[src/rtl/hg_pkg.sv]
`default_nettype none

package hg_pkg;

  typedef struct packed {
    logic [4:0]  hijri_day;
    logic [3:0]  hijri_month;
    logic [11:0] hijri_year;
  } hijri_date_t;

  typedef struct packed {
    logic [4:0]  civil_day;
    logic [3:0]  civil_month;
    logic [12:0] civil_year;
  } civil_date_t;

  // Pipeline depth, input register to output register.
  localparam int STAGES = 11;

  // Julian day number bounds over every possible input pattern.
  localparam logic [21:0] EPOCH_JD       = 22'(1948440 - 385);
  localparam logic [21:0] GREG_SWITCH_JD = 22'd2299160;
  localparam logic [21:0] JD_MIN         = 22'd1948055;
  localparam logic [21:0] JD_MAX         = 22'd3399660;

  localparam logic [21:0] GREG_OFS = 22'd68569;
  // Offset for the Julian path, already reduced by one for the (j - 1) term.
  localparam logic [21:0] JUL_OFS  = 22'd1401;

  // Constant divisors.
  localparam logic [15:0] DIV_30   = 16'd30;
  localparam logic [23:0] DIV_CENT = 24'd146097;
  localparam logic [21:0] DIV_QUAD = 22'd1461;
  localparam logic [27:0] DIV_YEAR = 28'd1461001;
  localparam logic [15:0] DIV_MON  = 16'd2447;
  localparam logic [15:0] DIV_80   = 16'd80;

  // Reciprocals floor(2^S / C), with 2^S above the largest dividend so that
  // the estimate is low by at most one and one correction step makes it exact.
  localparam logic [11:0] RCP_30   = 12'((2 ** 16) / 30);
  localparam logic [6:0]  RCP_CENT = 7'((2 ** 24) / 146097);
  localparam logic [11:0] RCP_QUAD = 12'((2 ** 22) / 1461);
  localparam logic [7:0]  RCP_YEAR = 8'((2 ** 28) / 1461001);
  localparam logic [4:0]  RCP_MON  = 5'((2 ** 16) / 2447);
  localparam logic [9:0]  RCP_80   = 10'((2 ** 16) / 80);

endpackage

`default_nettype wire

[src/rtl/hijri_to_gregorian_date_core.sv]
// Throughput: one date per cycle unless a result waits untaken on civil; the eleven
// register stages each hold one date.
// A result not taken on civil freezes every stage together, input included.
// Reset (rst, synchronous) clears the stage valid bits; data registers are not reset.
`default_nettype none

module hijri_to_gregorian_date_core (
  input  logic                clk,
  input  logic                rst,
  input  logic                hijri_valid,
  output logic                hijri_ready,
  input  hg_pkg::hijri_date_t hijri,
  output logic                civil_valid,
  input  logic                civil_ready,
  output hg_pkg::civil_date_t civil
);
  import hg_pkg::*;

  logic              adv;
  logic [STAGES-1:0] vld;

  // Stage 1: Hijri terms.
  logic [15:0] yr_a_next;
  logic [2:0]  half_m;
  logic [21:0] base1_next;
  logic [27:0] p30_next;
  logic [15:0] s1_a;
  logic [27:0] s1_p;
  logic [21:0] s1_base;

  // Stage 2: Julian day number.
  logic [11:0] q30_est;
  logic [15:0] r30;
  logic [21:0] jd_next;
  logic [21:0] s2_jd;

  // Stage 3: both calendar paths start.
  logic [21:0] lg_next;
  logic [21:0] xj_next;
  logic [30:0] s3_pn;
  logic [33:0] s3_pk;
  logic [21:0] s3_lg;
  logic [21:0] s3_xj;
  logic        s3_greg;

  // Stage 4: quadricentennial and four-year cycle quotients.
  logic [6:0]  n_est;
  logic [23:0] rem_n;
  logic        n_fix;
  logic [23:0] rem_nc;
  logic [11:0] k_est;
  logic [21:0] rem_k;
  logic        k_fix;
  logic [21:0] rem_kc;
  logic [6:0]  s4_n;
  logic [15:0] s4_l2;
  logic [11:0] s4_k;
  logic [10:0] s4_lj;
  logic        s4_greg;

  // Stage 5.
  logic [27:0] xi_next;
  logic [10:0] lj_m1;
  logic [2:0]  nj_next;
  logic [10:0] ij_next;
  logic [27:0] s5_xi;
  logic [35:0] s5_pi;
  logic [15:0] s5_l2;
  logic [6:0]  s5_n;
  logic [11:0] s5_k;
  logic [2:0]  s5_nj;
  logic [8:0]  s5_ij;
  logic        s5_greg;

  // Stage 6.
  logic [7:0]  i_est;
  logic [27:0] rem_i;
  logic [6:0]  s6_i;
  logic [15:0] s6_l2;
  logic [6:0]  s6_n;
  logic [11:0] s6_k;
  logic [2:0]  s6_nj;
  logic [8:0]  s6_ij;
  logic        s6_greg;

  // Stage 7: paths merge.
  logic [17:0] i_days;
  logic [15:0] l3;
  logic [13:0] base_g;
  logic [13:0] base_j;
  logic [8:0]  s7_x;
  logic [12:0] s7_base;

  // Stage 8.
  logic [15:0] x80_next;
  logic [15:0] s8_x80;
  logic [20:0] s8_pj;
  logic [8:0]  s8_x;
  logic [12:0] s8_base;

  // Stage 9.
  logic [4:0]  j_est;
  logic [15:0] rem_j;
  logic [4:0]  s9_j;
  logic [8:0]  s9_x;
  logic [12:0] s9_base;

  // Stage 10.
  logic [15:0] dd_next;
  logic        t_next;
  logic [15:0] s10_dd;
  logic [25:0] s10_pd;
  logic [8:0]  s10_x;
  logic [3:0]  s10_month;
  logic [12:0] s10_year;

  // Stage 11: output register.
  logic [9:0]  q80_est;
  logic [15:0] rem_80;
  logic [9:0]  q80;

  assign adv         = !vld[STAGES-1] || civil_ready;
  assign hijri_ready = adv;
  assign civil_valid = vld[STAGES-1];

  always_ff @(posedge clk) begin
    if (rst) begin
      vld <= '0;
    end else if (adv) begin
      vld <= {vld[STAGES-2:0], hijri_valid};
    end
  end

  always_comb begin
    yr_a_next  = ({4'd0, hijri.hijri_year} * 16'd11) + 16'd3;
    // (M - 1) / 2 truncates toward zero, so month zero gives zero.
    half_m     = (hijri.hijri_month == 4'd0) ? 3'd0 : 3'((hijri.hijri_month - 4'd1) >> 1);
    base1_next = EPOCH_JD + ({10'd0, hijri.hijri_year} * 22'd354)
               + ({18'd0, hijri.hijri_month} * 22'd30)
               - {19'd0, half_m} + {17'd0, hijri.hijri_day};
    p30_next   = {12'd0, yr_a_next} * {16'd0, RCP_30};
  end

  always_comb begin
    q30_est = s1_p[27:16];
    r30     = s1_a - ({4'd0, q30_est} * DIV_30);
    jd_next = s1_base + {10'd0, q30_est} + {21'd0, (r30 >= DIV_30)};
  end

  always_comb begin
    lg_next = s2_jd + GREG_OFS;
    xj_next = s2_jd + JUL_OFS;
  end

  always_comb begin
    n_est  = s3_pn[30:24];
    rem_n  = {s3_lg, 2'b00} - ({17'd0, n_est} * DIV_CENT);
    n_fix  = (rem_n >= DIV_CENT);
    rem_nc = n_fix ? (rem_n - DIV_CENT) : rem_n;
    k_est  = s3_pk[33:22];
    rem_k  = s3_xj - ({10'd0, k_est} * DIV_QUAD);
    k_fix  = (rem_k >= DIV_QUAD);
    rem_kc = k_fix ? (rem_k - DIV_QUAD) : rem_k;
  end

  always_comb begin
    xi_next = ({12'd0, s4_l2} + 28'd1) * 28'd4000;
    lj_m1   = s4_lj - 11'd1;
    // (l - 1) / 365 over 0..1460 by compares, less one at the cycle's last day.
    nj_next = 3'(lj_m1 >= 11'd365) + 3'(lj_m1 >= 11'd730) + 3'(lj_m1 >= 11'd1095)
            + 3'(lj_m1 >= 11'd1460) - 3'(s4_lj == 11'd1461);
    ij_next = s4_lj - ({8'd0, nj_next} * 11'd365) + 11'd30;
  end

  always_comb begin
    i_est = s5_pi[35:28];
    rem_i = s5_xi - ({20'd0, i_est} * DIV_YEAR);
  end

  always_comb begin
    // 1461 * i reaches 18 bits before the divide by four.
    i_days = {11'd0, s6_i} * 18'd1461;
    l3     = s6_l2 - i_days[17:2] + 16'd31;
    base_g = ({7'd0, s6_n} * 14'd100) - 14'd4900 + {7'd0, s6_i};
    base_j = {s6_k, 2'b00} + {11'd0, s6_nj} - 14'd4716;
  end

  assign x80_next = {7'd0, s7_x} * DIV_80;

  always_comb begin
    j_est = s8_pj[20:16];
    rem_j = s8_x80 - ({11'd0, j_est} * DIV_MON);
  end

  always_comb begin
    dd_next = {11'd0, s9_j} * DIV_MON;
    t_next  = (s9_j >= 5'd11);
  end

  always_comb begin
    q80_est = s10_pd[25:16];
    rem_80  = s10_dd - ({6'd0, q80_est} * DIV_80);
    q80     = q80_est + {9'd0, (rem_80 >= DIV_80)};
  end

  always_ff @(posedge clk) begin
    if (adv) begin
      s1_a    <= yr_a_next;
      s1_p    <= p30_next;
      s1_base <= base1_next;

      s2_jd <= jd_next;

      s3_lg   <= lg_next;
      s3_xj   <= xj_next;
      s3_pn   <= {lg_next, 2'b00, 7'd0} >> 7 == 31'd0 ? 31'd0 :
                 {7'd0, lg_next, 2'b00} * {24'd0, RCP_CENT};
      s3_pk   <= {12'd0, xj_next} * {22'd0, RCP_QUAD};
      s3_greg <= (s2_jd > GREG_SWITCH_JD);

      s4_n    <= n_est + {6'd0, n_fix};
      s4_l2   <= rem_nc[17:2];
      s4_k    <= k_est + {11'd0, k_fix};
      s4_lj   <= rem_kc[10:0] + 11'd1;
      s4_greg <= s3_greg;

      s5_xi   <= xi_next;
      s5_pi   <= {8'd0, xi_next} * {28'd0, RCP_YEAR};
      s5_l2   <= s4_l2;
      s5_n    <= s4_n;
      s5_k    <= s4_k;
      s5_nj   <= nj_next;
      s5_ij   <= ij_next[8:0];
      s5_greg <= s4_greg;

      s6_i    <= 7'(i_est + {7'd0, (rem_i >= DIV_YEAR)});
      s6_l2   <= s5_l2;
      s6_n    <= s5_n;
      s6_k    <= s5_k;
      s6_nj   <= s5_nj;
      s6_ij   <= s5_ij;
      s6_greg <= s5_greg;

      s7_x    <= s6_greg ? l3[8:0] : s6_ij;
      s7_base <= s6_greg ? base_g[12:0] : base_j[12:0];

      s8_x80  <= x80_next;
      s8_pj   <= {5'd0, x80_next} * {16'd0, RCP_MON};
      s8_x    <= s7_x;
      s8_base <= s7_base;

      s9_j    <= j_est + {4'd0, (rem_j >= DIV_MON)};
      s9_x    <= s8_x;
      s9_base <= s8_base;

      s10_dd    <= dd_next;
      s10_pd    <= {10'd0, dd_next} * {16'd0, RCP_80};
      s10_x     <= s9_x;
      s10_month <= 4'(s9_j + 5'd2 - (t_next ? 5'd12 : 5'd0));
      s10_year  <= s9_base + {12'd0, t_next};

      civil.civil_day   <= 5'(s10_x - q80[8:0]);
      civil.civil_month <= s10_month;
      civil.civil_year  <= s10_year;
    end
  end

  a_accept_enters: assert property (@(posedge clk) disable iff (rst)
    hijri_valid && hijri_ready |=> vld[0])
    else $error("accepted transaction did not enter the first stage");

  a_jd_range: assert property (@(posedge clk) disable iff (rst)
    vld[1] |-> (s2_jd >= JD_MIN) && (s2_jd <= JD_MAX))
    else $error("Julian day number out of range");

  a_day_of_year_range: assert property (@(posedge clk) disable iff (rst)
    vld[6] |-> (s7_x <= 9'd400))
    else $error("day-of-year term out of range after path merge");

  a_month_index_range: assert property (@(posedge clk) disable iff (rst)
    vld[8] |-> (s9_j <= 5'd16))
    else $error("month index quotient out of range");

  a_civil_range: assert property (@(posedge clk) disable iff (rst)
    civil_valid |-> (civil.civil_month >= 4'd1) && (civil.civil_month <= 4'd12)
                 && (civil.civil_day >= 5'd1))
    else $error("civil date out of range");

endmodule

`default_nettype wire

[config.mk]
export PLATFORM = sky130hd
export DESIGN_NAME = hijri_to_gregorian_date_core
export DESIGN_NICKNAME = d
export VERILOG_FILES = /design/src/rtl/hg_pkg.sv /design/src/rtl/hijri_to_gregorian_date_core.sv
export SDC_FILE = /design/constraint.sdc
export NUM_CORES = 2
export LEC_CHECK = 0
export BUFFER_PORTS_ARGS = -buffer_cell sky130_fd_sc_hd__buf_2
export CORE_ASPECT_RATIO = 1.2
export CORE_MARGIN = 2
export CORE_UTILIZATION = 55
export CTS_BUF_LIST = sky130_fd_sc_hd__clkbuf_4 sky130_fd_sc_hd__clkbuf_8
export CTS_CLUSTER_SIZE = 25
export DETAILED_ROUTE_END_ITERATION = 8
export GPL_TIMING_DRIVEN = 0
export PLACE_DENSITY = 0.74
export SYNTH_ARGS = -nofsm -noshare
export SYNTH_HDL_FRONTEND = slang
export SYNTH_SLANG_ARGS = --single-unit
[constraint.sdc]
create_clock -name clk -period 12.34 [get_ports clk]
set_clock_uncertainty 0.15 [all_clocks]
set_input_delay 0 -clock clk [delete_from_list [all_inputs] [get_ports clk]]
set_output_delay 0 -clock clk [all_outputs]
set_load 0.005 [all_outputs]
=== After elaboration in Yosys (flattened, before gate mapping) ===
Cells that the tools add are included.

* Flip-flop bits (word level): 566
* Input port bits: 25
* Word-level logic and storage cells: 133

* $add $sub $neg: 42
* Multiply operators: 21
* Order comparisons: 12
* Equality and inequality tests: 1
* Muxes and demuxes: 6
* Reduce and logical (&&, ||, !) cells: 4

{| class="wikitable"
|+ Operators by type and width
! kind !! number
|-
| 16-bit subtractor || 3
|-
| 22-bit by 11-bit multiplier with 33-bit output, second input constant || 1
|-
| 12-bit by 4-bit multiplier with 16-bit output, second input constant || 2
|-
| 5-bit by 12-bit multiplier with 16-bit output, second input constant || 2
|-
| 31-bit zero test || 1
|-
| 23-bit by 8-bit multiplier with 31-bit output, second input constant || 1
|-
| 28-bit by 21-bit >= comparator with 1-bit output, second input constant || 1
|-
| 22-bit by 6-bit multiplier with 28-bit output, second input constant || 1
|-
| 8-bit by 21-bit multiplier with 28-bit output, second input constant || 1
|-
| 28-bit subtractor || 1
|-
| 16-bit by 10-bit multiplier with 26-bit output, second input constant || 1
|-
| 13-bit subtractor, second input constant || 2
|-
| 16-bit by 9-bit multiplier with 25-bit output, second input constant || 1
|-
| 24-bit by 18-bit >= comparator with 1-bit output, second input constant || 1
|-
| 7-bit by 18-bit multiplier with 24-bit output, second input constant || 1
|-
| 24-bit subtractor || 1
|-
| 17-bit by 7-bit multiplier with 23-bit output, second input constant || 1
|-
| 21-bit by 21-bit adder with 22-bit output, first input constant || 1
|-
| 22-bit by 1-bit adder with 22-bit output || 1
|-
| 22-bit by 11-bit adder with 22-bit output, second input constant || 1
|-
| 22-bit by 12-bit adder with 22-bit output || 1
|-
| 22-bit by 17-bit adder with 22-bit output, second input constant || 1
|-
| 22-bit by 5-bit adder with 22-bit output || 1
|-
| 22-bit by 9-bit adder with 22-bit output || 1
|-
| other kinds (52) || 57
|}

=== Depth between registers and ports, before layout ===
* Depth after elaboration: 9
* Depth in mapped cells: 39

=== Worst setup path after synthesis ===
Ideal clock, no wire load.

* Kind: reg-to-reg
* Start: register vld[10]
* End: register civil[0] (netlist bit), enable pin
* Setup time: 0.979 ns
* Data arrival time: 12.571 ns
* Required time: 11.211 ns
* Path slack: -1.360 ns
* Cell stages (with the launch flop): 4
* Cells stage by stage: dfxtp_1 > nor2b_1 > inv_1 > clkbuf_1

* Cells in the longest elaborated chain, start to end: 2

{| class="wikitable"
|+ RTL lines
! what !! RTL line !! text
|-
| from (decl) || hijri_to_gregorian_date_core.sv:20 || <nowiki>logic [STAGES-1:0] vld;</nowiki>
|-
| from (signal assigned) || hijri_to_gregorian_date_core.sv:130 || <nowiki>vld <= {vld[STAGES-2:0], hijri_valid};</nowiki>
|-
| 1-bit zero test || hijri_to_gregorian_date_core.sv:122 || <nowiki>assign adv = !vld[STAGES-1] || civil_ready;</nowiki>
|-
| 1-bit logical OR || hijri_to_gregorian_date_core.sv:122 ||
|-
| named net hijri_ready || hijri_to_gregorian_date_core.sv:11 || <nowiki>output logic hijri_ready,</nowiki>
|-
| to (decl) || hijri_to_gregorian_date_core.sv:15 || <nowiki>output hg_pkg::civil_date_t civil</nowiki>
|}

The timed path passes the listed nets, and every way through them passes these cells.
A chain may end at the register's enable or synchronous reset.

=== Final worst setup path ===
* Start: register s4_l2[0]
* End: register s5_pi[35], data pin

* Cells in the longest elaborated chain, start to end: 3

{| class="wikitable"
|+ RTL lines
! what !! RTL line !! text
|-
| from (decl) || hijri_to_gregorian_date_core.sv:56 || <nowiki>logic [15:0] s4_l2;</nowiki>
|-
| from (signal assigned) || hijri_to_gregorian_date_core.sv:222 || <nowiki>s4_l2 <= rem_nc[17:2];</nowiki>
|-
| 16-bit by 1-bit adder with 17-bit output || hijri_to_gregorian_date_core.sv:167 || <nowiki>xi_next = ({12'd0, s4_l2} + 28'd1) * 28'd4000;</nowiki>
|-
| 17-bit by 7-bit multiplier with 23-bit output || hijri_to_gregorian_date_core.sv:167 ||
|-
| named net xi_next[25] || hijri_to_gregorian_date_core.sv:62 || <nowiki>logic [27:0] xi_next;</nowiki>
|-
| 23-bit by 8-bit multiplier with 31-bit output || hijri_to_gregorian_date_core.sv:228 || <nowiki>s5_pi <= {8'd0, xi_next} * {28'd0, RCP_YEAR};</nowiki>
|-
| to (signal assigned) || hijri_to_gregorian_date_core.sv:228 ||
|-
| to (decl) || hijri_to_gregorian_date_core.sv:67 || <nowiki>logic [35:0] s5_pi;</nowiki>
|}

The timed path passes the listed nets, and every way through them passes these cells.

==> results.tsv <==
metric	value	unit
ys_types	95	
postCtsSetupRepairBufs	0	
number_of_vias_in_the_routed_layout	36430	
slowest_delay	0.75	ns
core-area	101400	um^2
half_perimeter_wire_length_after_detailed_placement	87330	um
fillerInstances	8313	
die_x	295.5	um
cts.sink_count	449	
grt_busiest_layer	met2	
worst_slew_margin_rel	0.2505	
gr-usage-met1	0.2247	
final_antenna_net_count	0	
reg2reg_depth	35	
synth-warning-count	0	
synth_seq_cells	449	
run_status	finished, final reports clean	
die_area	104500	um^2
grt_pass1_wl	178800	um
r2r-start	s4_l2[0]	
clock_tree.root_cell	sky130_fd_sc_hd__clkbuf_8	
setup_tns	0	ns
drtPass1Iterations	5	
cp_max_fo	9	
worst_ep_arrival_time	11.40	ns
rr_endpoint	s5_pi[35]	
most-common-layout-cells	1,230 x sky130_fd_sc_hd__inv_1, 1,093 x sky130_fd_sc_hd__ha_1, 553 x sky130_fd_sc_hd__fa_1, 438 x sky130_fd_sc_hd__edfxtp_1, 327 x sky130_fd_sc_hd__xnor2_1	
initial_utilization	0.5531	
drt_iter0_drc	1188	
rsz0062_at_grt	no	
cp.required	12.64	ns
cts.reportedPaths.clkPinSlew	0.06	ns
global_route.usage.met2	0.4022	
min_delay_worst_endpoint	s1_a[14]	
h-tree-depth	3	
overall_global_routing_resource_usage	0.2069	
fmax	90.06	MHz
vias_per_cell	5.230	
layout.cells.most_common	sky130_fd_sc_hd__inv_1	
numCtsBuffers	78	
nNetsFinal	7209	
hold_class	in2reg	
report.final.hold_viol_count	0	
ys_seq_area_frac	0.2385	
ioPinCount	49	
netlist_instances	5389	
average_wire_length_per_cell_after_detail_routing	14.85	um
finalWorstPathRequiredPeriod	11.10	ns
instance_count_along_the_most_critical_hold_path	4	
hold_path_startpoint	hijri[10]	
clock_network_latency_to_the_later_pin_of_the_worst_skew_pair	0.72	ns
slew_at_the_pin_closest_to_its_max_slew_limit	1.120	ns
portBuffers	48	
drive_gt1_frac	0.04502	
critical_path.most_common_cell	sky130_fd_sc_hd__fa_1	
tritoncts	done	
gr-total-overflow	0	
synthesis.nets	7060	
layout_worst_path_cycle_share	0.8998	
post_synth_edffs	438	
post_synth.cell_area_avg	10.41	um^2
grt_start_max_net_pins	110	
met3_usage	0.02241	
timing.critical_path.to_type	register	
route.detailed.drc	0	
reg2reg_slack	1.24	ns
drv_cap	0	
vias_in_the_first_global_route	39310	
final_setup_violation_count	0	
async_set_reset_flop_share_out_of_synthesis	0	
slew_viol_final	0	
die_h	353.8	um
rows	128	
initial_antenna_violation_count	2	
number_of_buffers_on_the_longest_clock_path	3	
critical_path_class	reg2reg	
netlist_area	56070	um^2
areaGrowthSynthToFinish	6.993	%
totalWireLength	103400	um
worstSetupStartpointType	register	
synth_top_flop_cell	sky130_fd_sc_hd__edfxtp_1	
worst_path_cell_with_the_longest_stage_delay	sky130_fd_sc_hd__xor2_1	
globalplace.congestion	0.8855	
[worst max-delay path, delay by kind of cell, from the launching register on]
family	cells	cell delay (ns)
flip-flops	1	0.49
AO/OA/AOI/OAI	9	2.61
AND/OR/NAND/NOR	5	1.00
XOR/XNOR	6	1.94
adder cells (fa/ha/maj)	9	3.96
buffers and inverters	6	0.70
[layer usage]
metal  vias to the layer above  part of all wire
met2                       469              0.54
met4                         0             0.040
met1                     17600              0.39
met5                         -                 0
met3                       226             0.024
li1                      18130                 -
[state kept, by name, summed over array words and instances (netlist names), 15 cells and up]
name,count
s3_xj,17
s5_xi,22
s2_jd,22
s4_l2,16
s3_lg,22
s1_base,22
s1_a,15
civil,22
[through the flow]
step,worst slack [ns],hold WS (ns),util,instance area (um^2),std cells
4_1_cts,1.232,0.01933,0.5918,59990,6963
6_report,1.237,0.1015,0.5918,60000,6965
3_3_place_gp,1.368,0.02233,0.5723,58020,6802
3_5_place_dp,1.211,0.03017,0.5735,58140,6806
5_1_grt,0.5501,0.1147,0.5918,60000,6965
2_1_floorplan,2.683,-0.08093,-,56080,5389
[area by class of cell]
type,count,area [um^2],area share
multi-input combinational,3669,37910,0.6318
sequential,449,13370,0.2229
inverter,1230,4617,0.07696
tap,1365,1708,0.02847
clock buffer,97,1216,0.02027
timing repair buffer,69,520.5,0.008676
clock inverter,43,461.7,0.007696
buffer,41,187.7,0.003128
antenna,2,5.005,0.00008342
[worst max-delay path by stage]
stage | from | endpoint | slack [ns]
3_3_place_gp | s4_l2[0] | s5_pi[35] | 1.37
3_5_place_dp | s4_l2[0] | s5_pi[35] | 1.21
2_1_floorplan | s4_l2[0] | s5_pi[35] | 2.68
5_1_grt | s4_l2[0] | s5_pi[35] | 0.55
6_report | s4_l2[0] | s5_pi[35] | 1.24
4_1_cts | s4_l2[0] | s5_pi[35] | 1.23
[logic make-up after synthesis]
family,synth area share
adders and majority gates,0.4424
buffers and inverters,0.08551
AOI/OAI and AO/OA,0.08600
and+or+nand+nor,0.06667
xor gates and xnor gates,0.07540
DFF,0.2385
muxes,0.005556
[what timing repair did]
action / 4_1_cts / 5_1_grt
gates resized for setup: 0 / 0
endpoints found under the hold margin: 24 / 0
endpoints found under the setup margin: 0 / 0
hold buffers: 17 / 0
[synthesized netlist by cell type (15+ instances only)]
| library cell | instances | share of area |
|---|---|---|
| sky130_fd_sc_hd__a21oi_1 | 254 | 0.023 |
| sky130_fd_sc_hd__o21ai_0 | 150 | 0.013 |
| sky130_fd_sc_hd__and3_1 | 38 | 0.0042 |
| sky130_fd_sc_hd__nor2b_1 | 41 | 0.0046 |
| sky130_fd_sc_hd__a211oi_1 | 16 | 0.0021 |
| sky130_fd_sc_hd__ha_1 | 1093 | 0.24 |
| sky130_fd_sc_hd__nand4_1 | 20 | 0.0022 |
| sky130_fd_sc_hd__nor2_1 | 189 | 0.013 |
| sky130_fd_sc_hd__a31oi_1 | 24 | 0.0027 |
| sky130_fd_sc_hd__nor3_1 | 53 | 0.0047 |
| sky130_fd_sc_hd__nand2_1 | 176 | 0.012 |
| sky130_fd_sc_hd__edfxtp_1 | 438 | 0.23 |
| sky130_fd_sc_hd__xnor2_1 | 327 | 0.051 |
| sky130_fd_sc_hd__xor2_1 | 152 | 0.024 |
| sky130_fd_sc_hd__mux2_2 | 17 | 0.0034 |
| sky130_fd_sc_hd__inv_1 | 1230 | 0.082 |
| sky130_fd_sc_hd__o21bai_1 | 51 | 0.0068 |
| sky130_fd_sc_hd__a21o_1 | 94 | 0.013 |
| sky130_fd_sc_hd__fa_1 | 553 | 0.20 |
| sky130_fd_sc_hd__or3_1 | 18 | 0.0020 |
| sky130_fd_sc_hd__a21boi_0 | 24 | 0.0032 |
| sky130_fd_sc_hd__o21a_1 | 25 | 0.0033 |
| sky130_fd_sc_hd__nand2b_1 | 50 | 0.0056 |
| sky130_fd_sc_hd__or2_2 | 15 | 0.0017 |
| sky130_fd_sc_hd__nand3_1 | 81 | 0.0072 |
| sky130_fd_sc_hd__clkbuf_1 | 31 | 0.0021 |
Power is left out: the tool's default activity adds up to more than one toggle a clock period on the data nets, which glitch-free logic cannot reach.
